--- src/sv/ppo_pkg.sv ---
// ----------------------------------------------------------------------------
// ppo_pkg
// Shared widths, constants, register codes and pipeline payload types of the
// perspective projection and outcode unit.
// ----------------------------------------------------------------------------
package ppo_pkg;

  localparam int COORD_FRAC_BITS = 8;

  localparam int IN_W       = 24;
  localparam int DIM_W      = 13;
  localparam int FOC_W      = 16;
  localparam int OUT_W      = 32;
  localparam int CODE_W     = 4;
  localparam int PROD_W     = IN_W + FOC_W;
  localparam int NUM_W      = PROD_W + COORD_FRAC_BITS;
  localparam int REM_W      = IN_W;
  localparam int SUM_W      = NUM_W + 2;
  localparam int PIX_W      = OUT_W + 1;
  localparam int CFG_IDX_W  = 2;
  localparam int CFG_DATA_W = 16;

  localparam logic [DIM_W-1:0] WIDTH_RST  = DIM_W'(320);
  localparam logic [DIM_W-1:0] HEIGHT_RST = DIM_W'(256);
  localparam logic [FOC_W-1:0] FOCAL_RST  = FOC_W'(160);

  localparam logic signed [OUT_W-1:0] SAT_MAX = {1'b0, {(OUT_W-1){1'b1}}};
  localparam logic signed [OUT_W-1:0] SAT_MIN = {1'b1, {(OUT_W-1){1'b0}}};
  localparam logic [PIX_W-1:0] PIX_HALF = PIX_W'((64'd1 << COORD_FRAC_BITS) >> 1);

  localparam int OC_LEFT   = 0;
  localparam int OC_RIGHT  = 1;
  localparam int OC_TOP    = 2;
  localparam int OC_BOTTOM = 3;
  localparam logic [CODE_W-1:0] OC_ALL = {CODE_W{1'b1}};

  typedef enum logic [CFG_IDX_W-1:0] {
    REG_WIDTH  = 2'd0,
    REG_HEIGHT = 2'd1,
    REG_FOCAL  = 2'd2
  } cfg_reg_e;

  typedef struct packed {
    logic neg_x;
    logic neg_y;
    logic zero;
    logic last;
  } flags_t;

  typedef struct packed {
    logic [REM_W-1:0] rem;
    logic [NUM_W-1:0] nq;
  } lane_t;

  typedef struct packed {
    logic [REM_W-1:0] den;
    lane_t            lx;
    lane_t            ly;
    flags_t           flags;
  } div_t;

endpackage

--- src/sv/ppo_front.sv ---
// ----------------------------------------------------------------------------
// ppo_front
// Three-stage front end: take magnitudes and signs, multiply by the focal
// distance, then scale and add the rounding half of the divisor.
// ----------------------------------------------------------------------------
module ppo_front (
  input  logic                           clk_i,
  input  logic                           rst_ni,
  input  logic                           in_valid_i,
  output logic                           in_ready_o,
  input  logic signed [ppo_pkg::IN_W-1:0] cam_x_i,
  input  logic signed [ppo_pkg::IN_W-1:0] cam_y_i,
  input  logic signed [ppo_pkg::IN_W-1:0] cam_z_i,
  input  logic                           last_i,
  input  logic [ppo_pkg::FOC_W-1:0]      focal_i,
  output logic                           out_valid_o,
  input  logic                           out_ready_i,
  output ppo_pkg::div_t                  out_data_o
);
  import ppo_pkg::*;

  function automatic logic [IN_W-1:0] mag_in(input logic signed [IN_W-1:0] v);
    return v[IN_W-1] ? IN_W'(-v) : IN_W'(v);
  endfunction

  logic              a_valid_q, b_valid_q, c_valid_q;
  logic              a_ready, b_ready, c_ready;
  logic [IN_W-1:0]   ax_q, ay_q, az_q;
  flags_t            a_flags_q, b_flags_q;
  logic [PROD_W-1:0] bx_q, by_q, bx_d, by_d;
  logic [IN_W-1:0]   bz_q;
  div_t              c_data_q, c_data_d;

  assign c_ready    = !c_valid_q || out_ready_i;
  assign b_ready    = !b_valid_q || c_ready;
  assign a_ready    = !a_valid_q || b_ready;
  assign in_ready_o = a_ready;

  assign bx_d = PROD_W'(ax_q) * PROD_W'(focal_i);
  assign by_d = PROD_W'(ay_q) * PROD_W'(focal_i);

  always_comb begin
    c_data_d          = '0;
    c_data_d.den      = bz_q;
    c_data_d.lx.nq    = (NUM_W'(bx_q) << COORD_FRAC_BITS) + NUM_W'(bz_q >> 1);
    c_data_d.ly.nq    = (NUM_W'(by_q) << COORD_FRAC_BITS) + NUM_W'(bz_q >> 1);
    c_data_d.flags    = b_flags_q;
  end

  always_ff @(posedge clk_i or negedge rst_ni) begin
    if (!rst_ni) begin
      a_valid_q <= 1'b0;
      b_valid_q <= 1'b0;
      c_valid_q <= 1'b0;
    end else begin
      if (a_ready) a_valid_q <= in_valid_i;
      if (b_ready) b_valid_q <= a_valid_q;
      if (c_ready) c_valid_q <= b_valid_q;
    end
  end

  always_ff @(posedge clk_i) begin
    if (a_ready && in_valid_i) begin
      ax_q            <= mag_in(cam_x_i);
      ay_q            <= mag_in(cam_y_i);
      az_q            <= mag_in(cam_z_i);
      a_flags_q.neg_x <= cam_x_i[IN_W-1] ~^ cam_z_i[IN_W-1];
      a_flags_q.neg_y <= cam_y_i[IN_W-1] ~^ cam_z_i[IN_W-1];
      a_flags_q.zero  <= (cam_z_i == '0);
      a_flags_q.last  <= last_i;
    end
    if (b_ready && a_valid_q) begin
      bx_q      <= bx_d;
      by_q      <= by_d;
      bz_q      <= az_q;
      b_flags_q <= a_flags_q;
    end
    if (c_ready && b_valid_q) begin
      c_data_q <= c_data_d;
    end
  end

  assign out_valid_o = c_valid_q;
  assign out_data_o  = c_data_q;

endmodule

--- config.mk ---
export PLATFORM = sky130hd
export DESIGN_NAME = ppo_front
export DESIGN_NICKNAME = d
export VERILOG_FILES = /design/src/sv/ppo_pkg.sv /design/src/sv/ppo_front.sv
export SDC_FILE = /design/constraint.sdc
export NUM_CORES = 2
export LEC_CHECK = 0
export BUFFER_PORTS_ARGS = -buffer_cell sky130_fd_sc_hd__buf_2
export CELL_PAD_IN_SITES_DETAIL_PLACEMENT = 0
export CELL_PAD_IN_SITES_GLOBAL_PLACEMENT = 1
export CORE_ASPECT_RATIO = 2
export CORE_UTILIZATION = 30
export DETAILED_ROUTE_END_ITERATION = 8
export GPL_TIMING_DRIVEN = 0
export PLACE_DENSITY_LB_ADDON = 0.05
export SLEW_MARGIN = 20
export SYNTH_ARGS = -nofsm -noshare
export SYNTH_HDL_FRONTEND = slang
export SYNTH_SLANG_ARGS = --single-unit
--- constraint.sdc ---
create_clock -name clk_i -period 6.4 [get_ports clk_i]
set_input_delay 1.28 -clock clk_i [delete_from_list [all_inputs] [get_ports clk_i]]
set_output_delay 1.28 -clock clk_i [all_outputs]
set_load 0.005 [all_outputs]
==> impl_results.md <==
- Outcome: finished with violations
- Failing checks: setup timing
- Final Wtd Congestion: 0.850
- CTS buffer count: 34
- First-pass GRT wire length: 194 mm
- Hold/Removal Path Class: reg -> reg
- Layout cell share with drive strength beyond 1: 18.5%
- Crit path kind: in -> reg
- Vias: 27,300
- CTS clk-pin slew, worst paths: 0.06 ns
- Die Footprint: 127,000 µm²
- Vias in the first global route: 29,800
- H-tree Lvls: 2
- Hold Buf Count CTS: 0
- Dpl cells: 5,715
- # IOs: 267
- Largest area contributor in the netlist: fa_1
- Detail Placement HPWL: 108 mm
- Tightest Pin Transition: 1.01 ns
- Crit path launch type: primary input
- R2R setup slack: 0.03 ns
- CTS tree: done
- Initial core utilization: 30.3%
- Worst skew pair latency: 0.61 ns
- Final WL: 133 mm
- Residual DRC: 0
- RSZ-0062 raised after global routing: yes
- Post-synth top area share: 32.5%
- Worst setup EP type: register
- Final Max Slew Viols: 0
- Post-route ant nets: 0
- Setup ws final: -0.0228 ns
- Worst r2r src: ay_q[9]
- Initial antenna violation count: 7
- Fmax: 156 MHz
- Die W: 253 µm
- Multi-input logic area: 26,400 µm²
- Clock tree buffer depth: 3
- DR vias/cell: 4.64
- Filler instances: 13,000
- First DRT Iteration DRCs: 1,154
- Final Cycle Share: 100%
- Register area: 8840 µm²
- Total track usage: 21.1%
- Syn_area_per_cell: 9.95 µm²
- Synth Warn #: 0
- Root buf cell: clkbuf_16
- Final nets: 5,159
- Hold Vio Cnt, Final: 0
- CTS Sinks: 295
- Total of max-cap violations: 0
- Max_slew headroom: 32.7%
- Top FF cell, synth: edfxtp_1
- Seq cells post-synth: 295
- IO Port Bufs: 201
- Library cells used by synthesis: 63
- Post-Layout Cell Count: 5,886
- Post-synthesis instance total: 3,797
- Synth area leaders: fa_1 (33%), edfxtp_1 (23%), ha_1 (8.5%), inv_1 (7.3%), nand2_1 (5.5%)
- HP Start: az_q[1]
- Hold path depth: 0
- FP Rows: 183
- WL per Instance: 22.6 µm
- R2r worst-path depth: 21
- Mapped cell area: 37,800 µm²
- Critical Path RT: 6.75 ns
- Minimum clock period after layout: 6.42 ns
- Clk_skew: 0.0375 ns
- Worst Hold End: bz_q[1]
- Area of the core: 125,000 µm²
- Reg2Reg Capture Point: by_q[36]
- Worst-path fanout max: 7
- Synth-to-layout area growth: 20.4%
- Sequential element share of the synthesized area: 23.4%
- EDFF count, synth: 292
- Grt ovf: 0
- Largest net degree at the start of global routing: 49
- CP arrival: 6.77 ns
- Height of the die: 504 µm
- Final setup vio count: 3
- Share of flip-flops with an asynchronous set or reset: 1.02%
- Drt pass-1 iters: 5
[critical path, stage by stage]
cell,delay [ns]
clkbuf_16,0.13
clkbuf_16,0.15
nand2_4,0.05
fa_1,0.55
inv_2,0.04
fa_2,0.61
fa_1,0.46
fa_1,0.55
fa_1,0.53
inv_1,0.05
fa_1,0.51
inv_2,0.05
ha_4,0.21
a21o_1,0.19
a21o_1,0.18
a221o_1,0.35
a31o_4,0.24
a21oi_4,0.17
nand4b_1,0.15
a31oi_1,0.22
xnor2_1,0.09
[cell usage in the layout (no fill, tap or decap), types with 11 or more instances in the layout]
cell type    n
inv_1      712
fa_1       577
nand2_1    534
and2_1     312
edfxtp_1   292
ha_1       226
buf_2      210
buf_4      171
xnor2_1    147
a21oi_1     73
clkbuf_16   69
xor2_1      64
a21o_1      58
o21ai_0     54
conb_1      48
nor2_1      44
fa_2        37
clkbuf_2    31
nand3_1     28
clkbuf_4    27
ha_4        25
clkbuf_1    23
inv_2       21
a21oi_2     21
nand2b_1    19
o31ai_1     18
and3_1      17
nand4_1     16
o21bai_1    15
buf_6       14
o21ai_1     14
and2_4      14
or4_1       14
o21a_1      12
or3_1       12
nor3_1      12
nand2_2     11
nor2b_1     11
[registers in the layout (all words and copies together) (netlist names), 4 cells and up]
| signal | flops |
|---|---|
| ax_q | 24 |
| ay_q | 24 |
| bx_q | 40 |
| bz_q | 24 |
| by_q | 40 |
| b_flags_q | 4 |
| az_q | 24 |
| out_data_o | 108 |
| a_flags_q | 4 |
[worst max path at each step]
stage	from	endpoint	slack, ns	cells after the start
floorplan	focal_i[12]	bx_q[37]	-0.33	22
global placement	focal_i[15]	bx_q[34]	-2.25	21
detailed placement	focal_i[15]	bx_q[38]	-2.20	20
CTS	focal_i[4]	bx_q[37]	-0.04	22
global route	focal_i[7]	bx_q[37]	-0.19	21
finish	focal_i[10]	bx_q[37]	-0.02	21
[cells in the mapped netlist, drive strengths merged (12+ instances only)]
master  instances
o21ai          77
nand4          16
o31ai          19
fa            614
edfxtp        292
and2          327
nand2         550
a211oi         12
nor2           48
o21a           12
or4            18
a21oi         101
buf            65
o21bai         17
xor2           64
or3            13
ha            257
inv           733
nand2b         19
nand3          33
a21o           59
clkbuf        154
nor3           15
xnor2         147
and3           20
[what timing repair did]
item | 4_1_cts | 5_1_grt
setup endpoints to repair | 53 | 32
setup buffers | 40 | 73
pin swaps | 27 | 96
gates resized for setup | 227 | 203
gates cloned | 2 | 3
[metrics by stage]
step	hold slack (ns)	area [µm²]	setup slack, ns	setup TNS (ns)	util [%]
final	0.418	45500	-0.0228	-0.0620	36.5
after global routing	0.418	45500	-0.193	-1.50	36.5
after CTS	0.419	44300	-0.0418	-0.154	35.5
after detailed placement	0.405	41900	-2.20	-78.05	33.6
after global placement	0.401	41700	-2.25	-79.76	33.5
after floorplan	0.400	38600	-0.332	-2.06	-
[final cells by class]
type / instances / area share [%]
multi-input cells: 2597 / 58.0
flip-flops and latches: 295 / 19.4
inverters: 733 / 6.05
plain buffers: 210 / 4.76
repair buffers: 324 / 4.71
well taps: 1665 / 4.58
clock buffers: 39 / 1.91
clock inverters: 21 / 0.558
diodes: 2 / 0.0110
[layer usage]
layer	track usage (%)	share of wire, %	vias to the layer above
met3	2.38	3.7	170
met4	7.99	4.3	4
met1	21.6	35	14100
met2	42.5	57	591
li1	-	-	12500
met5	0	0.020	-
[cells by family after synthesis]
group | count (synthesis) | synth area share (%)
AOI/OAI and AO/OA | 364 | 6.17
xor gates and xnor gates | 211 | 4.89
adders and majority gates | 871 | 41.0
buffers and inverters | 952 | 10.1
DFF | 295 | 23.4
other | 1 | 0.00993
and+or+nand+nor | 1103 | 14.4
Power is not shown: default switching activity piles up to over one toggle a cycle in this logic, so the estimate is an artifact.
