File: config.mk
export PLATFORM = sky130hd
export DESIGN_NAME = ppo_back
export DESIGN_NICKNAME = d
export VERILOG_FILES = /design/src/sv/ppo_pkg.sv /design/src/sv/ppo_back.sv
export SDC_FILE = /design/constraint.sdc
export NUM_CORES = 1
export LEC_CHECK = 0
export ABC_AREA = 1
export BUFFER_PORTS_ARGS = -buffer_cell sky130_fd_sc_hd__buf_2
export CAP_MARGIN = 5
export CORE_MARGIN = 2
export CORE_UTILIZATION = 59
export CTS_BUF_LIST = sky130_fd_sc_hd__clkbuf_4 sky130_fd_sc_hd__clkbuf_8
export CTS_CLUSTER_DIAMETER = 120
export DETAILED_ROUTE_END_ITERATION = 6
export GPL_TIMING_DRIVEN = 0
export MAX_ROUTING_LAYER = met4
export PLACE_DENSITY = 0.91
export SLEW_MARGIN = 0
export SYNTH_ARGS = -nofsm -noshare
export SYNTH_HDL_FRONTEND = slang
export SYNTH_SLANG_ARGS = --single-unit
File: constraint.sdc
create_clock -name clk_i -period 6 [get_ports clk_i]
set_input_delay 0.6 -clock clk_i [delete_from_list [all_inputs] [get_ports clk_i]]
set_output_delay 0.6 -clock clk_i [all_outputs]
set_load 0.1 [all_outputs]
File: src/sv/ppo_pkg.sv
// ----------------------------------------------------------------------------
// ppo_pkg
// Shared widths, constants, register codes and pipeline payload types of the
// perspective projection and outcode unit.
// ----------------------------------------------------------------------------
package ppo_pkg;

  localparam int COORD_FRAC_BITS = 8;

  localparam int IN_W       = 24;
  localparam int DIM_W      = 13;
  localparam int FOC_W      = 16;
  localparam int OUT_W      = 32;
  localparam int CODE_W     = 4;
  localparam int PROD_W     = IN_W + FOC_W;
  localparam int NUM_W      = PROD_W + COORD_FRAC_BITS;
  localparam int REM_W      = IN_W;
  localparam int SUM_W      = NUM_W + 2;
  localparam int PIX_W      = OUT_W + 1;
  localparam int CFG_IDX_W  = 2;
  localparam int CFG_DATA_W = 16;

  localparam logic [DIM_W-1:0] WIDTH_RST  = DIM_W'(320);
  localparam logic [DIM_W-1:0] HEIGHT_RST = DIM_W'(256);
  localparam logic [FOC_W-1:0] FOCAL_RST  = FOC_W'(160);

  localparam logic signed [OUT_W-1:0] SAT_MAX = {1'b0, {(OUT_W-1){1'b1}}};
  localparam logic signed [OUT_W-1:0] SAT_MIN = {1'b1, {(OUT_W-1){1'b0}}};
  localparam logic [PIX_W-1:0] PIX_HALF = PIX_W'((64'd1 << COORD_FRAC_BITS) >> 1);

  localparam int OC_LEFT   = 0;
  localparam int OC_RIGHT  = 1;
  localparam int OC_TOP    = 2;
  localparam int OC_BOTTOM = 3;
  localparam logic [CODE_W-1:0] OC_ALL = {CODE_W{1'b1}};

  typedef enum logic [CFG_IDX_W-1:0] {
    REG_WIDTH  = 2'd0,
    REG_HEIGHT = 2'd1,
    REG_FOCAL  = 2'd2
  } cfg_reg_e;

  typedef struct packed {
    logic neg_x;
    logic neg_y;
    logic zero;
    logic last;
  } flags_t;

  typedef struct packed {
    logic [REM_W-1:0] rem;
    logic [NUM_W-1:0] nq;
  } lane_t;

  typedef struct packed {
    logic [REM_W-1:0] den;
    lane_t            lx;
    lane_t            ly;
    flags_t           flags;
  } div_t;

endpackage

File: src/sv/ppo_back.sv
// ----------------------------------------------------------------------------
// ppo_back
// Two-stage back end: apply sign, add centre and saturate, then round to
// pixels, form the outcode and hold the result in the output register.
// ----------------------------------------------------------------------------
module ppo_back (
  input  logic                            clk_i,
  input  logic                            rst_ni,
  input  logic                            in_valid_i,
  output logic                            in_ready_o,
  input  ppo_pkg::div_t                   in_data_i,
  input  logic [ppo_pkg::DIM_W-1:0]       width_i,
  input  logic [ppo_pkg::DIM_W-1:0]       height_i,
  output logic                            out_valid_o,
  input  logic                            out_ready_i,
  output logic signed [ppo_pkg::OUT_W-1:0] screen_x_o,
  output logic signed [ppo_pkg::OUT_W-1:0] screen_y_o,
  output logic [ppo_pkg::CODE_W-1:0]      outcode_o,
  output logic                            zero_depth_o,
  output logic                            last_out_o
);
  import ppo_pkg::*;

  function automatic logic signed [OUT_W-1:0] sat_sum(input logic [NUM_W-1:0] q,
                                                      input logic neg,
                                                      input logic [DIM_W-1:0] ext);
    logic signed [SUM_W-1:0] qs;
    logic signed [SUM_W-1:0] cen;
    logic signed [SUM_W-1:0] sum;
    qs  = $signed({2'b00, q});
    if (neg) qs = -qs;
    cen = $signed(SUM_W'(ext >> 1) << COORD_FRAC_BITS);
    sum = qs + cen;
    if (sum > SUM_W'(SAT_MAX)) sum = SUM_W'(SAT_MAX);
    if (sum < SUM_W'(SAT_MIN)) sum = SUM_W'(SAT_MIN);
    return OUT_W'(sum);
  endfunction

  function automatic logic [1:0] clip(input logic signed [OUT_W-1:0] s,
                                      input logic [DIM_W-1:0] ext);
    logic [OUT_W-1:0] mag;
    logic [PIX_W-1:0] pix;
    logic             below;
    mag   = s[OUT_W-1] ? OUT_W'(-s) : OUT_W'(s);
    pix   = (PIX_W'(mag) + PIX_HALF) >> COORD_FRAC_BITS;
    below = s[OUT_W-1] && (pix != '0);
    return {!below && (pix >= PIX_W'(ext)), below};
  endfunction

  logic                    s_valid_q, o_valid_q;
  logic                    s_ready, o_ready;
  logic signed [OUT_W-1:0] sx_q, sy_q, sx_d, sy_d;
  logic                    s_zero_q, s_last_q;
  logic signed [OUT_W-1:0] ox_q, oy_q;
  logic [CODE_W-1:0]       code_q, code_d;
  logic [1:0]              clip_x, clip_y;
  logic                    zero_q, last_q;

  assign o_ready    = !o_valid_q || out_ready_i;
  assign s_ready    = !s_valid_q || o_ready;
  assign in_ready_o = s_ready;

  always_comb begin
    sx_d = sat_sum(in_data_i.lx.nq, in_data_i.flags.neg_x, width_i);
    sy_d = sat_sum(in_data_i.ly.nq, in_data_i.flags.neg_y, height_i);
    if (in_data_i.flags.zero) begin
      sx_d = SAT_MAX;
      sy_d = SAT_MAX;
    end
  end

  always_comb begin
    clip_x            = clip(sx_q, width_i);
    clip_y            = clip(sy_q, height_i);
    code_d            = '0;
    code_d[OC_LEFT]   = clip_x[0];
    code_d[OC_RIGHT]  = clip_x[1];
    code_d[OC_TOP]    = clip_y[0];
    code_d[OC_BOTTOM] = clip_y[1];
    if (s_zero_q) code_d = OC_ALL;
  end

  always_ff @(posedge clk_i or negedge rst_ni) begin
    if (!rst_ni) begin
      s_valid_q <= 1'b0;
      o_valid_q <= 1'b0;
    end else begin
      if (s_ready) s_valid_q <= in_valid_i;
      if (o_ready) o_valid_q <= s_valid_q;
    end
  end

  always_ff @(posedge clk_i) begin
    if (s_ready && in_valid_i) begin
      sx_q     <= sx_d;
      sy_q     <= sy_d;
      s_zero_q <= in_data_i.flags.zero;
      s_last_q <= in_data_i.flags.last;
    end
    if (o_ready && s_valid_q) begin
      ox_q   <= sx_q;
      oy_q   <= sy_q;
      code_q <= code_d;
      zero_q <= s_zero_q;
      last_q <= s_last_q;
    end
  end

  assign out_valid_o  = o_valid_q;
  assign screen_x_o   = ox_q;
  assign screen_y_o   = oy_q;
  assign outcode_o    = code_q;
  assign zero_depth_o = zero_q;
  assign last_out_o   = last_q;

endmodule

==> results of run 1 <==
[cell usage in the layout, fill, tap and decap left out, types with 48 or more instances in the layout]
cell	netlist	routed
nand3_1	210	210
nand4_1	74	74
edfxtp_1	136	136
nor2_1	332	332
xor2_1	78	78
ha_1	58	58
xnor2_1	48	48
inv_1	300	299
nand2_1	919	919
buf_2	2	203
[through the flow]
step | std cells | hold slack (ns) | power (mW) | setup WS [ns]
2_1_floorplan | 2500 | 0.304 | 2.31 | 1.14
3_3_place_gp | 3036 | 0.384 | 2.64 | 0.309
3_5_place_dp | 3039 | 0.389 | 2.68 | 0.902
4_1_cts | 3071 | 0.322 | 3.38 | 1.35
5_1_grt | 3071 | 0.320 | 3.57 | 0.944
6_report | 3071 | 0.342 | 3.40 | 1.27
[routing by layer]
layer  track usage [%]  vias up  part of all wire [%]
met4              10.4        0                   2.7
met2              59.3      742                    48
met5                 -        -                     0
met1              44.7     7629                    43
met3              2.97      113                   6.8
li1                  -     8461                     -
[sequential cells by signal (all words and copies together) (netlist names)]
signal / cells
screen_y_o: 32
sx_q: 32
sy_q: 32
screen_x_o: 32
s_valid_q: 1
out_valid_o: 1
zero_depth_o: 1
s_zero_q: 1
last_out_o: 1
s_last_q: 1
outcode_o: 4
[cell type report]
| type | count | area [µm²] | area share, % |
|---|---|---|---|
| buffer | 35 | 270 | 1.54 |
| clock inverter | 14 | 133 | 0.756 |
| timing repair buffer | 205 | 1080 | 6.17 |
| clock buffer | 17 | 234 | 1.33 |
| multi-input combinational | 2011 | 10100 | 57.5 |
| tap | 335 | 419 | 2.39 |
| sequential | 138 | 4130 | 23.6 |
| inverter | 316 | 1190 | 6.76 |
[final timing paths]
| kind | endpoint | depth (start not counted) |
|---|---|---|
| min reg2reg | screen_x_o[6] | 0 |
| min | s_last_q | 1 |
| max | sy_q[12] | 30 |
| max in group asynchronous | out_valid_o | 2 |
| min in group asynchronous | s_valid_q | 2 |
| max reg2reg | outcode_o[3] | 22 |
[power groups by stage]
stage	Clock, mW	Combinational [mW]	Sequential, mW
global route	0.747	1.59	1.24
floorplan	0	0.756	1.56
detailed placement	0	1.43	1.25
CTS	0.710	1.44	1.23
global placement	0	1.38	1.26
finish	0.710	1.46	1.23
[what timing repair did]
| action | 4_1_cts | 5_1_grt |
|---|---|---|
| hold endpoints to repair | 2 | 0 |
| setup buffers | 0 | 0 |
| hold buffers | 1 | 0 |
[worst reg2reg max path: cells and delay by family (launching register included)]
kind / cells / cell delay (ns)
flip-flops: 1 / 0.44
AO/OA/AOI/OAI: 4 / 0.55
XOR/XNOR: 2 / 0.77
AND/OR/NAND/NOR: 12 / 1.77
adder cells (fa/ha/maj): 2 / 0.64
buffers and inverters: 2 / 0.16
[cell usage after synthesis, drive strengths merged]
master,n,area share [%]
o211ai,3,0.14
or2,5,0.20
ha,58,4.6
and2,1,0.040
xnor2,48,2.7
nand3,223,7.6
a21boi,1,0.048
fa,2,0.26
o221ai,1,0.056
clkinv,2,0.048
a21o,5,0.24
inv,314,7.5
xor2,78,4.4
nand2,966,24
clkbuf,11,0.26
o21bai,9,0.43
o21ai,56,2.0
nand3b,22,1.1
buf,24,1.5
o31ai,2,0.096
a221oi,2,0.11
nor2,376,10
edfxtp,136,26
nand4,75,3.1
a211oi,3,0.14
dfrtp,2,0.32
a31oi,6,0.24
nor3,27,0.97
o41ai,2,0.11
a21oi,35,1.1
nor4,5,0.20
[cells by family after synthesis]
kind of cell / Yosys count / synth area share (%)
and+or+nand+nor: 1700 / 47.6
xor gates and xnor gates: 126 / 7.04
AOI/OAI and AO/OA: 125 / 4.74
DFF: 138 / 26.4
buffers and inverters: 351 / 9.29
adders and majority gates: 60 / 4.89
==> impl_results.md, run 1 <==
* Status: completed
* Max Cap Violations at 0
* Vias at between 15000 and 20000
* RSZ-0062 raised after global routing: no
* Gpl congestion at 0.999
* Synth Instances at 2500
* Syn nets at 2762
* Overflow after GRT at 0
* Largest net degree at the start of global routing at 36
* Die Span X at between 150 and 200 µm
* Die Height at 167 µm
* Period minus WS final at 4.73 ns
* P_sw at 1.48 mW
* Highest fanout seen on the critical path at 10
* Req. time, crit path at approximately 6.2 ns
* CTS clk-pin slew, worst paths at 0.07 ns
* Max_slew headroom at 47.3%
* Max H-tree Level at 4
* CTS tree: built
* Cell Area, Synth at 0.0157 mm²
* DRC errors left at 0
* CP delay by family, top: simple AND/OR/NAND/NOR gates
* Seq/Total Area, Yosys at 26.4%
* CP arrival at 4.89 ns
* Logic pwr share at around 43%
* Ant diodes at 0
* Syn-to-layout area delta at 12.0%
* Pwr/cell area at 194 mW/mm²
* Critical register-to-register path startpoint: sy_q[6]
* Switching Share at between 40 and 50%
* Design Area, Final at approximately 0.018 mm²
* # resized after CTS at 0
* Int Pwr at between 1.5 and 2 mW
* Clock tree sinks at around 140
* Row count at 59
* Share of cells above drive strength 1 at 14.2%
* Initial antenna violation count at 0
* HPWL Detailed at 40400 µm
* Flop pwr share at 36.2%
* Vias per cell at 5.52
* R2R Setup Slk at between 1 and 1.5 ns
* Crit share post-route at 78.9%
* DRT Wirelength at 48300 µm
* CTS root buf: clkbuf_8
* Post-DP Area at roughly 0.017 mm²
* Vias in the first global route at 15700
* DR WL/cell at 15.7 µm
* Leakage at 8.51 nW
* Port Buf Inserts at 201
* Slowest cell on the critical path: a21boi_0
* Core Box Area at 0.0261 mm²
* Clock Tree Buf Depth at 2
* #FFs+latches synth at 138
* Clock share of power at 20.9%
* Hold Vio Cnt, Final at 0
* Critical path capture point type: flop
* Hold wc startpoint: in_data_i[0]
* YS warnings at 0
* Setup TNS at 0 ns
* GR Util All Layers at a little over a third
* Avg Synthesized Cell Area at 6.27 µm²
* Setup crit start: in_data_i[4]
* First-pass GRT wire length at 77500 µm
* Hold crit path type: in -> reg
* NumNets Final at ~3000
* Final Util at 67.3%
* Area of the die at 0.0279 mm²
* Post-synth cell types at 50
* Cell mode on critical path: nand2_1
* Peak supply drop at roughly 0.00027 V
* Final ANT Viol Nets at 0
* # IOs at between 200 and 300
* # fillers at 2387
* Setup-failing EPs final at 0
* Worst Max-Slew Pin Slew at 0.783 ns
* Initial Util at about 60%
* Peak Freq at 211 MHz
* Initial drt markers at 1662
* Critical path buffers and inverters at 5
* Setup crit start kind: input port
* Final Max Tran Viols at 0
* Later-pin clock latency in the skew report at 0.44 ns
* TritonCTS Buffers at 17
* Crit Path Category: in -> reg
* DRT Pass-1 Iters at 6
* Worst Skew at 0.0196 ns
* Slowest stage delay, CP at between 0.6 and 0.7 ns
(Power assumes the default switching activity.)
==> run 2: changes to the inputs <==
clock period = 4.82 ns   (was 6 ns; I/O delays follow)
==> impl_results.md, run 2 (synthesis results as in run 1) <==
* Row count at 59 (unchanged)
* Setup TNS at 0 ns (unchanged)
* Core Box Area at 0.0261 mm² (unchanged)
* # IOs at 274 (unchanged)
* Highest fanout seen on the critical path at 10 (unchanged)
* Crit share post-route at 91.5%
* CTS clk-pin slew, worst paths at 0.08 ns (about the same)
* Setup crit start kind: input port
* Critical register-to-register path startpoint: sy_q[4]
* Vias at 17200 (+1.7%)
* TritonCTS Buffers at 17 (unchanged)
* Worst Max-Slew Pin Slew at 0.833 ns (+0.0498 ns)
* Worst reg2reg path depth at 24 (+9.1%)
* Req. time, crit path at 4.98 ns (-1.18 ns)
* GR Util All Layers at 35.5% (+0.57 points)
* Final Util at 67.5% (+0.20 points)
* Die Span X at 167 µm (unchanged)
* Critical path capture point type: flop
* Commonest non-fill, non-tap cell in the layout: nand2_1
* Pwr/cell area at 246 mW/mm² (+27%)
* Area of the die at 0.0279 mm² (unchanged)
* Gpl congestion at 0.980 (-1.8%)
* Slowest stage delay, CP at 0.41 ns (-0.23 ns)
* Max_slew headroom at 44.4% (-2.9 points)
* Peak Freq at 227 MHz
* # Post-CTS Setup Buffers at 0 (unchanged)
* Setup ws final at 0.409 ns (-0.858 ns)
* Crit path capture: sy_q[30]
* # fillers at 2326 (-2.6%)
* Largest net degree at the start of global routing at 39 (+8.3%)
* Most frequent cells in the layout: nand2_1 (919), nor2_1 (331), inv_1 (299)
* Share of cells above drive strength 1 at 14.4% (+0.15 points)
* Final Max Tran Viols at 0 (unchanged)
* Critical R2R Capture: outcode_o[3]
* Clock Tree Buf Depth at 2 (unchanged)
* Reg area at 0.00413 mm² (unchanged)
* Max H-tree Level at 4 (unchanged)
* Hold crit path type: in -> reg
* Initial drt markers at 1876 (+13%)
* Hold Vio Cnt, Final at 0 (unchanged)
* CP arrival at 4.57 ns (-0.32 ns)
* Crit Path Category: in -> reg
* Peak supply drop at 0.000427 V (+58%)
* Leakage at 8.54 nW (+0.26%)
* DRC errors left at 9 (+9)
* Setup-failing EPs final at 0 (unchanged)
* DRT Wirelength at 49100 µm (+1.5%)
* Syn-to-layout area delta at 12.3%
* Slowest cell on the critical path: fa_1
* Multi-input gate area at 0.0101 mm² (+0.12%)
* Overflow after GRT at 0 (unchanged)
* Setup crit start: in_data_i[4]
* Max Cap Violations at 0 (unchanged)
* Vias in the first global route at 16000 (+2.0%)
* Later-pin clock latency in the skew report at 0.44 ns (about the same)
* R2R Setup Slk at 0.44 ns (-1.00 ns)
* Clock tree sinks at 138 (unchanged)
* Cell mode on critical path: nand2_1
* Initial antenna violation count at 1 (+1)
* CTS tree: built
* Status: complete, but fails checks
* RSZ-0062 raised after global routing: no
* Final ANT Viol Nets at 0 (unchanged)
* Post-route total power at 4.33 mW (+27%)
* Initial Util at 60.1% (unchanged)
* DRT Pass-1 Iters at 7 (+1)
* Worst Skew at 0.0101 ns (-0.00953 ns)
* NumNets Final at 2985 (-0.033%)
* DP Worst Slack at -0.146 ns (-1.05 ns)
* DR WL/cell at 16.0 µm (+1.5%)
* First-pass GRT wire length at 78600 µm (+1.4%)
* Failing checks: DRC
* HPWL Detailed at 40200 µm (-0.44%)
* Vias per cell at 5.61 (+1.7%)
* CTS root buf: clkbuf_8
* Period minus WS final at 4.41 ns
* Port Buf Inserts at 201 (unchanged)
* Die Height at 167 µm (unchanged)
## run 2: cell types whose count changed in the layout (fill, tap and decap cells not counted), sizes merged
cell / before / now
buf: 228 / 227
bufinv: 2 / 3
clkinv: 10 / 8
clkinvlp: 4 / 3
diode: 0 / 1
inv: 314 / 317
## run 2: critical path, delay by kind of cell
kind,cells,cell delay (ns)
simple gates,20,2.04
buf+inv,5,0.61
compound gates,1,0.41
fa+ha+maj,3,0.84
xor+xnor,1,0.14
## run 2: power breakdown
group / total, mW / internal, mW / leakage, nW / switching, mW
clock: 0.981 / 0.512 / 0.198 / 0.469
combinational: 1.81 / 0.486 / 7.04 / 1.33
sequential: 1.54 / 1.46 / 1.30 / 0.0806
## run 2: how the worst min path moves through the flow
stage,startpoint,end,slack [ns],cells after the start
3_3_place_gp,rst_ni,out_valid_o,0.27,1
5_1_grt,in_data_i[0],s_last_q,0.20,1
2_1_floorplan,rst_ni,out_valid_o,0.19,0
6_report,in_data_i[0],s_last_q,0.22,1
3_5_place_dp,rst_ni,out_valid_o,0.27,1
4_1_cts,in_data_i[0],s_last_q,0.21,1
## run 2: final cells by class
class | count | area share (%)
Multi-Input combinational cell | 2011 | 57.4
Sequential cell | 138 | 23.5
Inverter | 316 | 6.74
Timing Repair Buffer | 205 | 6.16
Tap cell | 335 | 2.38
Buffer | 34 | 1.51
Clock buffer | 17 | 1.33
Clock inverter | 15 | 0.988
Antenna cell | 1 | 0.0142
## run 2: timing repair
action,in CTS,in global routing
hold endpoints to repair,2,0
hold buffers,1,0
gates resized for setup,0,4
endpoints found under the setup margin,0,20
## run 2: per-stage QoR
stage	area [µm²]	hold WS (ns)	cells
finish	17600	0.218	3072
global route	17600	0.203	3072
CTS	17600	0.208	3072
detailed placement	17200	0.272	3039
global placement	17100	0.269	3036
floorplan	15700	0.186	2500
## run 2: per-layer routing
| layer | routed length, µm | global-route usage (%) | part of all wire [%] | up-vias |
|---|---|---|---|---|
| li1 | - | - | - | 8452 |
| met1 | 20100 | 44.7 | 41 | 7725 |
| met2 | 23400 | 59.6 | 48 | 907 |
| met3 | 3780 | 3.42 | 7.7 | 156 |
| met4 | 1830 | 13.1 | 3.7 | 0 |
| met5 | 0 | - | 0 | - |
