## config.mk

```make
export PLATFORM = sky130hd
export DESIGN_NAME = ppo_div_cell
export DESIGN_NICKNAME = d
export VERILOG_FILES = /design/src/sv/ppo_pkg.sv /design/src/sv/ppo_div_cell.sv
export SDC_FILE = /design/constraint.sdc
export NUM_CORES = 1
export LEC_CHECK = 0
export ABC_AREA = 1
export BUFFER_PORTS_ARGS = -buffer_cell sky130_fd_sc_hd__buf_2
export CAP_MARGIN = 20
export CORE_MARGIN = 2
export CORE_UTILIZATION = 30
export CTS_CLUSTER_SIZE = 8
export DETAILED_ROUTE_END_ITERATION = 10
export PLACE_DENSITY = 0.64
export SETUP_SLACK_MARGIN = 0.15
export SLEW_MARGIN = 40
export SYNTH_ARGS = -nofsm -noshare
export SYNTH_HDL_FRONTEND = slang
export SYNTH_SLANG_ARGS = --single-unit
```

## constraint.sdc

```tcl
create_clock -name clk_i -period 9.1 [get_ports clk_i]
set_input_delay 0 -clock clk_i [delete_from_list [all_inputs] [get_ports clk_i]]
set_output_delay 0 -clock clk_i [all_outputs]
set_load 0.1 [all_outputs]
```

## src/sv/ppo_pkg.sv

```systemverilog
// ----------------------------------------------------------------------------
// ppo_pkg
// Shared widths, constants, register codes and pipeline payload types of the
// perspective projection and outcode unit.
// ----------------------------------------------------------------------------
package ppo_pkg;

  localparam int COORD_FRAC_BITS = 8;

  localparam int IN_W       = 24;
  localparam int DIM_W      = 13;
  localparam int FOC_W      = 16;
  localparam int OUT_W      = 32;
  localparam int CODE_W     = 4;
  localparam int PROD_W     = IN_W + FOC_W;
  localparam int NUM_W      = PROD_W + COORD_FRAC_BITS;
  localparam int REM_W      = IN_W;
  localparam int SUM_W      = NUM_W + 2;
  localparam int PIX_W      = OUT_W + 1;
  localparam int CFG_IDX_W  = 2;
  localparam int CFG_DATA_W = 16;

  localparam logic [DIM_W-1:0] WIDTH_RST  = DIM_W'(320);
  localparam logic [DIM_W-1:0] HEIGHT_RST = DIM_W'(256);
  localparam logic [FOC_W-1:0] FOCAL_RST  = FOC_W'(160);

  localparam logic signed [OUT_W-1:0] SAT_MAX = {1'b0, {(OUT_W-1){1'b1}}};
  localparam logic signed [OUT_W-1:0] SAT_MIN = {1'b1, {(OUT_W-1){1'b0}}};
  localparam logic [PIX_W-1:0] PIX_HALF = PIX_W'((64'd1 << COORD_FRAC_BITS) >> 1);

  localparam int OC_LEFT   = 0;
  localparam int OC_RIGHT  = 1;
  localparam int OC_TOP    = 2;
  localparam int OC_BOTTOM = 3;
  localparam logic [CODE_W-1:0] OC_ALL = {CODE_W{1'b1}};

  typedef enum logic [CFG_IDX_W-1:0] {
    REG_WIDTH  = 2'd0,
    REG_HEIGHT = 2'd1,
    REG_FOCAL  = 2'd2
  } cfg_reg_e;

  typedef struct packed {
    logic neg_x;
    logic neg_y;
    logic zero;
    logic last;
  } flags_t;

  typedef struct packed {
    logic [REM_W-1:0] rem;
    logic [NUM_W-1:0] nq;
  } lane_t;

  typedef struct packed {
    logic [REM_W-1:0] den;
    lane_t            lx;
    lane_t            ly;
    flags_t           flags;
  } div_t;

endpackage

```

## src/sv/ppo_div_cell.sv

```systemverilog
// ----------------------------------------------------------------------------
// ppo_div_cell
// One cell of the divider chain: develops one quotient bit for the x and the
// y lane by restoring compare and subtract, then hands the item on.
// ----------------------------------------------------------------------------
module ppo_div_cell (
  input  logic          clk_i,
  input  logic          rst_ni,
  input  logic          in_valid_i,
  output logic          in_ready_o,
  input  ppo_pkg::div_t in_data_i,
  output logic          out_valid_o,
  input  logic          out_ready_i,
  output ppo_pkg::div_t out_data_o
);
  import ppo_pkg::*;

  function automatic lane_t div_step(input lane_t l, input logic [REM_W-1:0] den);
    logic [REM_W:0] trial;
    logic           ge;
    lane_t          r;
    trial = {l.rem, l.nq[NUM_W-1]};
    ge    = (trial >= {1'b0, den});
    r.rem = ge ? REM_W'(trial - {1'b0, den}) : REM_W'(trial);
    r.nq  = {l.nq[NUM_W-2:0], ge};
    return r;
  endfunction

  logic valid_q;
  div_t data_q, data_d;

  assign in_ready_o = !valid_q || out_ready_i;

  always_comb begin
    data_d    = in_data_i;
    data_d.lx = div_step(in_data_i.lx, in_data_i.den);
    data_d.ly = div_step(in_data_i.ly, in_data_i.den);
  end

  always_ff @(posedge clk_i or negedge rst_ni) begin
    if (!rst_ni) begin
      valid_q <= 1'b0;
    end else if (in_ready_o) begin
      valid_q <= in_valid_i;
    end
  end

  always_ff @(posedge clk_i) begin
    if (in_ready_o && in_valid_i) begin
      data_q <= data_d;
    end
  end

  assign out_valid_o = valid_q;
  assign out_data_o  = data_q;

endmodule

```

==> results.yml, run 1 <==
run_status:
  status: "complete, no violations"
hold_path:
  hold_path_depth: 3
  hp-start: "out_ready_i"
  hp-class: "input port to register"
  holdPathEnd: "out_data_o[77]"
job:
  cap_violations: 0
setup_path:
  rrSetupSlack_ns: 6.87
  cp_slowest_cell: "nand3_2"
  worstPathCellList: "dlygate4sd3_1 -> buf_2 -> inv_1 -> ha_1 -> nand2_1 -> inv_1 -> nand2_1 -> nand2_1 -> clkinv_1 -> nand2_1 -> a21oi_4 -> nand3_2 -> nand2_1 -> nand2_1"
  r2r_start: "out_valid_o"
  crit_type: "input port to register"
  cpPeakStageDelay_ns: 0.62
  critical_path.most_common_cell: "nand2_1"
  critPathLaunchType: "input port"
  r2r-end: "out_data_o[94]"
  path_max_fanout: 25
  worst-path-buf-inv: 5
  cp_top_family: "simple AND/OR/NAND/NOR gates"
  worstPathArrival_ns: 3.20
  reg2reg_depth: 4
  critPathCaptureType: "register"
  cp.required_ns: 9.28
synth:
  synth_cells: 1124
  ys_top_cells_by_count: "nand2_1 (440), inv_1 (207), edfxtp_1 (172)"
  ys_top_cells_by_area: "edfxtp_1 (53%), nand2_1 (17%), inv_1 (8.0%), ha_1 (6.2%), nand4_1 (3.9%)"
  synth.avg_cell_area_sq_um: 8.66
  synth_nets: 1350
  seq_area_frac_synth: 0.533
  yosys_warnings: 0
  netlist-cell-type-count: 29
  synth_top_area_share: 0.531
  synth_most_common_cell: "nand2_1"
  synthFlopType: "edfxtp_1"
  async_flop_share: 0.00578
  synth_top_cell_by_area: "edfxtp_1"
  synth_edf_count: 172
  synth_seq_cells: 173
  synthesis.area_sq_um: 9730
pwr:
  leakagePower_uw: 0.00720
  p_per_area_nw_per_um2: 181
  vdd_drop_max_v: 0.000239
  finalPower_uw: 2590
final_layout:
  nNetsFinal: 1881
  final_util: 0.451
  nFillCells: 3065
  drive_gt1_frac: 0.242
  multiInputGateArea_sq_um: 3660
  areaGrowthSynthToFinish_pct: 46.9
  seq_area_sq_um: 5190
place:
  gp_congestion: 0.892
  place_ws_ns: 6.24
  dp_hpwl_um: 28800
  portBuffers: 349
clocking:
  cts.sinks: 173
  cts_inserted_buffers: 17
  insertion_delay_ns: 0.44
  cts.htree.levels: 4
  post_cts_buffers: 0
  path_clk_slew_ns: 0.08
  tritoncts: "built"
  clock-root-buffer: "clkbuf_16"
  cts_buffer_depth: 2
  cts_hold_buf: 174
  cts_resized: 0
sta:
  slew_violations: 0
  finClkSkew_ns: 0.00834
  setup_tns_ns: 0
  slew_headroom: 0.474
  setup-violations-final: 0
  fmax_ghz: 0.331
  setup_slack_ns: 6.08
  hold_viol_final: 0
  period_minus_slack_ns: 3.02
  tightest_slew_ns: 0.789
  rsz0062_at_grt: "false"
  period_share: 0.332
die:
  fp.dieW_um: 184
  row_count: 65
  dieArea_sq_um: 33900
  io-pin-count: 350
  die_height_um: 184
  core_sq_um: 31700
  initial_core_util: 0.307
global_routing:
  gr-total-overflow: 0
  antenna_found_initial: 5
  grt_pass1_vias: 9515
  grt_use_total: 0.221
  grt_max_degree: 84
  grt_pass1_wl_um: 55500
route:
  wl_per_cell_um: 18.3
  drc_errors: 0
  vias: 9421
  drt_pass1_iterations: 5
  via_per_inst: 4.55
  totalWireLength_um: 37900
  drt-initial-drc-count: 672
  final_antenna_net_count: 0
==> registers in the layout, indices dropped and copies added (netlist names) <==
name and cells:
out_data_o 172, out_valid_o 1
==> per-layer routing <==
| layer | global-route usage | wire (um) |
|---|---|---|
| met2 | 0.385 | 18300 |
| met4 | 0.0950 | 1560 |
| met5 | 0 | 27 |
| met1 | 0.260 | 15400 |
| met3 | 0.0500 | 2550 |
==> cell type report <==
| class | instances | area share |
|---|---|---|
| diodes | 3 | 0.000525 |
| flip-flops and latches | 173 | 0.363 |
| repair buffers | 528 | 0.248 |
| multi-input cells | 722 | 0.256 |
| clock inverters | 14 | 0.0116 |
| well taps | 402 | 0.0352 |
| inverters | 213 | 0.0559 |
| clock buffers | 17 | 0.0298 |
==> worst max-delay path by stage <==
| stage | cells after the start | slack, ns | start | end |
|---|---|---|---|---|
| 3_5_place_dp | 13 | 6.24 | in_data_i[163] | out_data_o[142] |
| 3_3_place_gp | 13 | 6.28 | in_data_i[163] | out_data_o[144] |
| 6_report | 14 | 6.08 | in_data_i[163] | out_data_o[142] |
| 5_1_grt | 14 | 5.87 | in_data_i[163] | out_data_o[142] |
| 2_1_floorplan | 1 | 3.02 | out_valid_o | out_data_o[0] |
| 4_1_cts | 14 | 6.09 | in_data_i[163] | out_data_o[142] |
==> per-stage QoR <==
stage,area [sq um],instances,hold WS (ns)
6_report,14300,2072,0.0644
5_1_grt,14300,2072,0.0546
4_1_cts,14300,2069,0.0397
3_5_place_dp,11900,1864,-0.224
3_3_place_gp,11900,1862,-0.224
2_1_floorplan,9740,1124,-0.296
==> report_power, final <==
group / switching (uW) / leakage (uW) / internal, uW
Sequential: 15.8 / 0.00165 / 949
Clock: 363 / 0.000289 / 393
Combinational: 665 / 0.00526 / 208
Total: 1040 / 0.00720 / 1550
==> cells in the final DEF, fill, tap and decap left out, types with 4 or more instances in the layout <==
cell type	instances
inv_8	6
dlygate4sd3_1	174
ha_1	48
edfxtp_1	172
nor2_1	56
nand2_1	440
a21oi_1	21
clkbuf_16	17
nor3_1	4
xor2_1	18
buf_2	349
nand4_1	60
inv_2	5
nand3_1	49
inv_6	4
inv_1	207
==> tightest hold or removal path: stages <==
cell     delay, ns
buf_2         0.09
inv_1         0.10
a21oi_4       0.13
==> cell families after synthesis <==
logic type	Yosys count	share of synthesized area
AND/OR/NAND/NOR	624	0.273
buffers and inverters	229	0.0927
flip-flops	173	0.533
adder cells (fa/ha/maj)	50	0.0658
AO/OA/AOI/OAI	27	0.0167
XOR/XNOR	21	0.0189
Power figures use the tool's default switching activity.
==> inputs of run 2 (changes only) <==
--- a/config.mk
+++ b/config.mk
@@ -12,7 +12,7 @@
 export CORE_UTILIZATION = 30
 export CTS_CLUSTER_SIZE = 8
 export DETAILED_ROUTE_END_ITERATION = 10
-export PLACE_DENSITY = 0.64
+export PLACE_DENSITY = 0.62
 export SETUP_SLACK_MARGIN = 0.15
 export SLEW_MARGIN = 40
 export SYNTH_ARGS = -nofsm -noshare
==> constraint.sdc (replaced) <==
create_clock -name clk_i -period 2.9 [get_ports clk_i]
set_input_delay 0 -clock clk_i [delete_from_list [all_inputs] [get_ports clk_i]]
set_output_delay 0 -clock clk_i [all_outputs]
set_load 0.1 [all_outputs]
==> run 2 against run 1 <==
Net effect: hold slack gained 0.19 ns; largest power group unchanged; die area is the same; first-iteration DRC count shrank 13%; via count grew 0.39%; critical path type unchanged; setup slack lost 5.6 ns; largest cell class unchanged; flip-flop and latch count is the same.
==> results.yml, run 2 (synthesis results as in run 1) <==
run_status:
  status: "complete, no violations"
die:
  die_height_um: 184
  core_sq_um: 31700
  fp.dieW_um: 184
  initial_core_util: 0.307
  io-pin-count: 350
  dieArea_sq_um: 33900
  row_count: 65
global_routing:
  grt_use_total: 0.216
  gr-total-overflow: 0
  grt_pass1_vias: 9335
  antenna_found_initial: 4
  grt_max_degree: 63
  grt_pass1_wl_um: 54400
clocking:
  cts.sinks: 173
  cts_inserted_buffers: 17
  insertion_delay_ns: 0.44
  clock-root-buffer: "clkbuf_16"
  tritoncts: "built"
  post_cts_buffers: 0
  cts_buffer_depth: 2
  cts_resized: 0
  cts.htree.levels: 4
  path_clk_slew_ns: 0.07
sta:
  period_minus_slack_ns: 2.47
  slew_headroom: 0.609
  hold_viol_final: 0
  rsz0062_at_grt: "false"
  period_share: 0.851
  fmax_ghz: 0.405
  finClkSkew_ns: 0.00921
  setup-violations-final: 0
  slew_violations: 0
  tightest_slew_ns: 0.590
final_layout:
  areaGrowthSynthToFinish_pct: 47.5
  final_cell_mix: "nand2_1 (440), buf_2 (349), inv_1 (207)"
  final_common_cell: "nand2_1"
  design_area_sq_um: 14400
  largest_register_ffs: 172
  nNetsFinal: 1887
  drive_gt1_frac: 0.246
route:
  vias: 9458
  totalWireLength_um: 37200
  met3_length_um: 2370
  route.met2.wl_um: 17900
  highest_layer: "met4"
  wl_per_cell_um: 17.9
  drt-initial-drc-count: 585
  drc_errors: 0
  final_antenna_net_count: 0
  wl_met1_um: 15500
  drt_pass1_iterations: 5
  via_per_inst: 4.54
hold_path:
  hp-class: "input port to register"
place:
  gp_congestion: 0.913
  dp_hpwl_um: 28300
  portBuffers: 349
  dpl_cell_area_sq_um: 12000
pwr:
  vdd_drop_max_v: 0.000439
  leakagePower_uw: 0.00722
  p_per_area_nw_per_um2: 564
  finalPower_uw: 8100
setup_path:
  cp.required_ns: 3.19
  crit_type: "input port to register"
  critPathLaunchType: "input port"
  critPathCaptureType: "register"
  path_max_fanout: 25
  worstPathArrival_ns: 2.76
job:
  cap_violations: 0
[run 2: layout make-up]
class / count / area [sq um]
Antenna cell: 5 / 12.5
Clock buffer: 17 / 425
Clock inverter: 15 / 171
Fill cell: 3097 / 17400
Inverter: 213 / 800
Multi-Input combinational cell: 722 / 3650
Sequential cell: 173 / 5190
Tap cell: 402 / 503
Timing Repair Buffer: 534 / 3600
[run 2: per-stage QoR]
| stage | setup TNS, ns | util | cells | worst slack, ns | hold slack [ns] |
|---|---|---|---|---|---|
| after CTS | 0 | 0.452 | 2076 | 0.470 | 0.228 |
| after detailed placement | 0 | 0.378 | 1870 | 0.611 | -0.224 |
| final | 0 | 0.453 | 2081 | 0.433 | 0.253 |
| after floorplan | -190.40 | - | 1124 | -1.11 | -0.296 |
| after global placement | 0 | 0.378 | 1870 | 0.609 | -0.224 |
| after global routing | 0 | 0.452 | 2080 | 0.336 | 0.245 |
[run 2: critical path: stages]
cell and delay, ns:
dlygate4sd3_1 0.57, buf_2 0.16, inv_1 0.10, ha_1 0.40, nand2_1 0.12, nor3_1 0.22, and2_1 0.29, nand3_2 0.27
nand3_2 0.14, buf_4 0.29, nand2_1 0.09, nand2_1 0.09
[run 2: worst paths after layout]
path | startpoint | endpoint | slack (ns) | depth (start not counted)
setup / recovery | in_data_i[170] | out_data_o[143] | 0.43 | 12
hold / removal | out_ready_i | out_data_o[81] | 0.25 | 4
setup reg to reg | out_valid_o | out_data_o[7] | 1.28 | 2
hold reg to reg | out_valid_o | out_data_o[81] | 0.91 | 2
max in group asynchronous | rst_ni | out_valid_o | 2.41 | 3
min in group asynchronous | rst_ni | out_valid_o | 0.37 | 3
[run 2: power by group]
group	internal, uW	leakage [uW]	switching (uW)
logic	658	0.00528	2080
clock network	1160	0.000290	1170
registers	2980	0.00165	48.9
total	4800	0.00722	3300
[run 2: metal layers]
layer  up-vias  GRT usage
met5         -          0
met4         0     0.0918
met2       389      0.374
met3        53     0.0468
li1       4703          -
met1      4313      0.259
[run 2: timing repair]
| item | in CTS | in global routing |
|---|---|---|
| endpoints found under the hold margin | 172 | 0 |
| setup endpoints to repair | 0 | 0 |
| hold buffers | 174 | 0 |
==> inputs of run 3 (changes only) <==
--- a/config.mk
+++ b/config.mk
@@ -9,10 +9,11 @@
 export BUFFER_PORTS_ARGS = -buffer_cell sky130_fd_sc_hd__buf_2
 export CAP_MARGIN = 20
 export CORE_MARGIN = 2
-export CORE_UTILIZATION = 30
+export CORE_UTILIZATION = 51
 export CTS_CLUSTER_SIZE = 8
 export DETAILED_ROUTE_END_ITERATION = 10
-export PLACE_DENSITY = 0.62
+export GPL_TIMING_DRIVEN = 0
+export PLACE_DENSITY = 0.91
 export SETUP_SLACK_MARGIN = 0.15
 export SLEW_MARGIN = 40
 export SYNTH_ARGS = -nofsm -noshare
==> run 3 against run 2 <==
Net effect: utilization increased by 31 points; hold slack lost 0.24 ns; design area about the same; flip-flop and latch count is the same; cell count shrank 7.4%; critical path type is now register to register; wire length up 2.7%.
==> results.yml, run 3 (synthesis results as in run 1) <==
place:
  portBuffers: 349
  gp_congestion: 0.950
  dp_hpwl_um: 26100
route:
  drt-initial-drc-count: 638
  vias: 10000
  via_per_inst: 5.21
  drt_pass1_iterations: 5
  wl_per_cell_um: 19.8
  drc_errors: 0
  final_antenna_net_count: 0
  totalWireLength_um: 38200
setup_path:
  cpPeakStageDelay_ns: 0.51
  cp.required_ns: 3.04
  critical_path.most_common_cell: "buf_8"
  reg2reg_depth: 7
  r2r_start: "out_valid_o"
  path_max_fanout: 19
  worstPathCellList: "a21oi_4 -> buf_8 -> buf_16 -> buf_16 -> buf_8 -> buf_8 -> buf_8"
  cp_slowest_cell: "dfrtp_4"
  worstPathArrival_ns: 2.61
  crit_type: "register to register"
  critPathCaptureType: "register"
  critPathLaunchType: "register"
  startpoint: "out_valid_o"
die:
  fp.dieW_um: 142
  die_height_um: 142
  row_count: 50
  io-pin-count: 350
  core_sq_um: 18700
  initial_core_util: 0.520
  dieArea_sq_um: 20200
final_layout:
  drive_gt1_frac: 0.252
  multiInputGateArea_sq_um: 3650
  seq_area_sq_um: 5190
  final_common_cell: "nand2_1"
  largest_register_ffs: 172
  nFillCells: 1215
  areaGrowthSynthToFinish_pct: 47.4
  final_cell_mix: "nand2_1 (440), buf_2 (359), inv_1 (207)"
  nNetsFinal: 1901
global_routing:
  grt_pass1_wl_um: 55700
  grt_use_total: 0.373
  antenna_found_initial: 6
  grt_max_degree: 21
  grt_pass1_vias: 9733
  gr-total-overflow: 0
run_status:
  status: "complete, no violations"
pwr:
  finalPower_uw: 8320
  power_frac_seq: 0.364
  p_sw_frac: 0.407
  p_per_area_nw_per_um2: 580
  vdd_drop_max_v: 0.000429
  pwr-share-comb: 0.337
  clkPwrFrac: 0.299
  internal-power_uw: 4930
  leakagePower_uw: 0.00732
  switchingPower_uw: 3390
sta:
  rsz0062_at_grt: "false"
  fmax_ghz: 0.406
  finClkSkew_ns: 0.0148
  setup_tns_ns: 0
  period_minus_slack_ns: 2.47
  tightest_slew_ns: 0.601
  hold_viol_final: 0
  slew_violations: 0
  period_share: 0.850
  slew_headroom: 0.602
  setup-violations-final: 0
clocking:
  cts.htree.levels: 4
  clock-root-buffer: "clkbuf_16"
  cts_buffer_depth: 2
  cts.sinks: 173
  path_clk_slew_ns: 0.08
  post_cts_buffers: 0
  cts_inserted_buffers: 17
  tritoncts: "built"
  insertion_delay_ns: 0.45
hold_path:
  hold_path_depth: 3
  hp-class: "input port to register"
  hp-start: "in_data_i[62]"
job:
  cap_violations: 0
==> run 3: final cells by class <==
cell class | count | share of cell area
Timing Repair Buffer | 532 | 0.255
Clock inverter | 15 | 0.0152
Inverter | 213 | 0.0557
Sequential cell | 173 | 0.362
Tap cell | 234 | 0.0204
Antenna cell | 5 | 0.000872
Clock buffer | 17 | 0.0296
Multi-Input combinational cell | 722 | 0.255
Buffer | 16 | 0.00715
==> run 3: path summary, 6_finish.rpt <==
| path | endpoint | slack (ns) |
|---|---|---|
| worst max-delay path | out_data_o[39] | 0.43 |
| worst min-delay path | out_data_o[63] | 0.01 |
| worst max register to register | out_data_o[39] | 0.43 |
| worst min register to register | out_data_o[84] | 0.79 |
| max in group asynchronous | out_valid_o | 2.35 |
| min in group asynchronous | out_valid_o | 0.40 |
==> run 3: stage by stage <==
step	hold slack, ns	std cells	area, sq um	setup slack [ns]	util
final	0.0130	1927	14400	0.434	0.767
after detailed placement	-0.224	1717	12000	0.533	0.640
after global routing	0.0381	1926	14300	0.327	0.767
after CTS	0.00806	1922	14300	0.526	0.766
after floorplan	-0.296	1124	9750	-1.11	-
after global placement	-0.225	1707	11800	-1.91	0.630
==> run 3: what timing repair did <==
item	4_1_cts	5_1_grt
hold endpoints to repair	171	0
gates resized for setup	0	0
hold buffers	173	0
==> run 3: power by group through the flow <==
stage                     clock network (uW)  logic [uW]  registers, uW
after floorplan                            0         766           4280
after global placement                     0        2480           3090
after detailed placement                   0        2530           3070
after CTS                               2480        2740           3020
after global routing                    2590        2950           3040
final                                   2490        2800           3030
==> run 3: critical path, delay by kind of cell, from the launching register on <==
family                 cells  cell delay [ns]
buffers and inverters      6             1.15
AO/OA/AOI/OAI              1             0.47
flip-flops                 1             0.51
==> run 3: routing by layer <==
layer  share of wire  vias up  GRT usage
li1                -     4723          -
met3            0.10      141     0.0979
met5         0.00026        -    0.00501
met4           0.072        2      0.240
met2            0.45      637      0.595
met1            0.37     4545      0.449
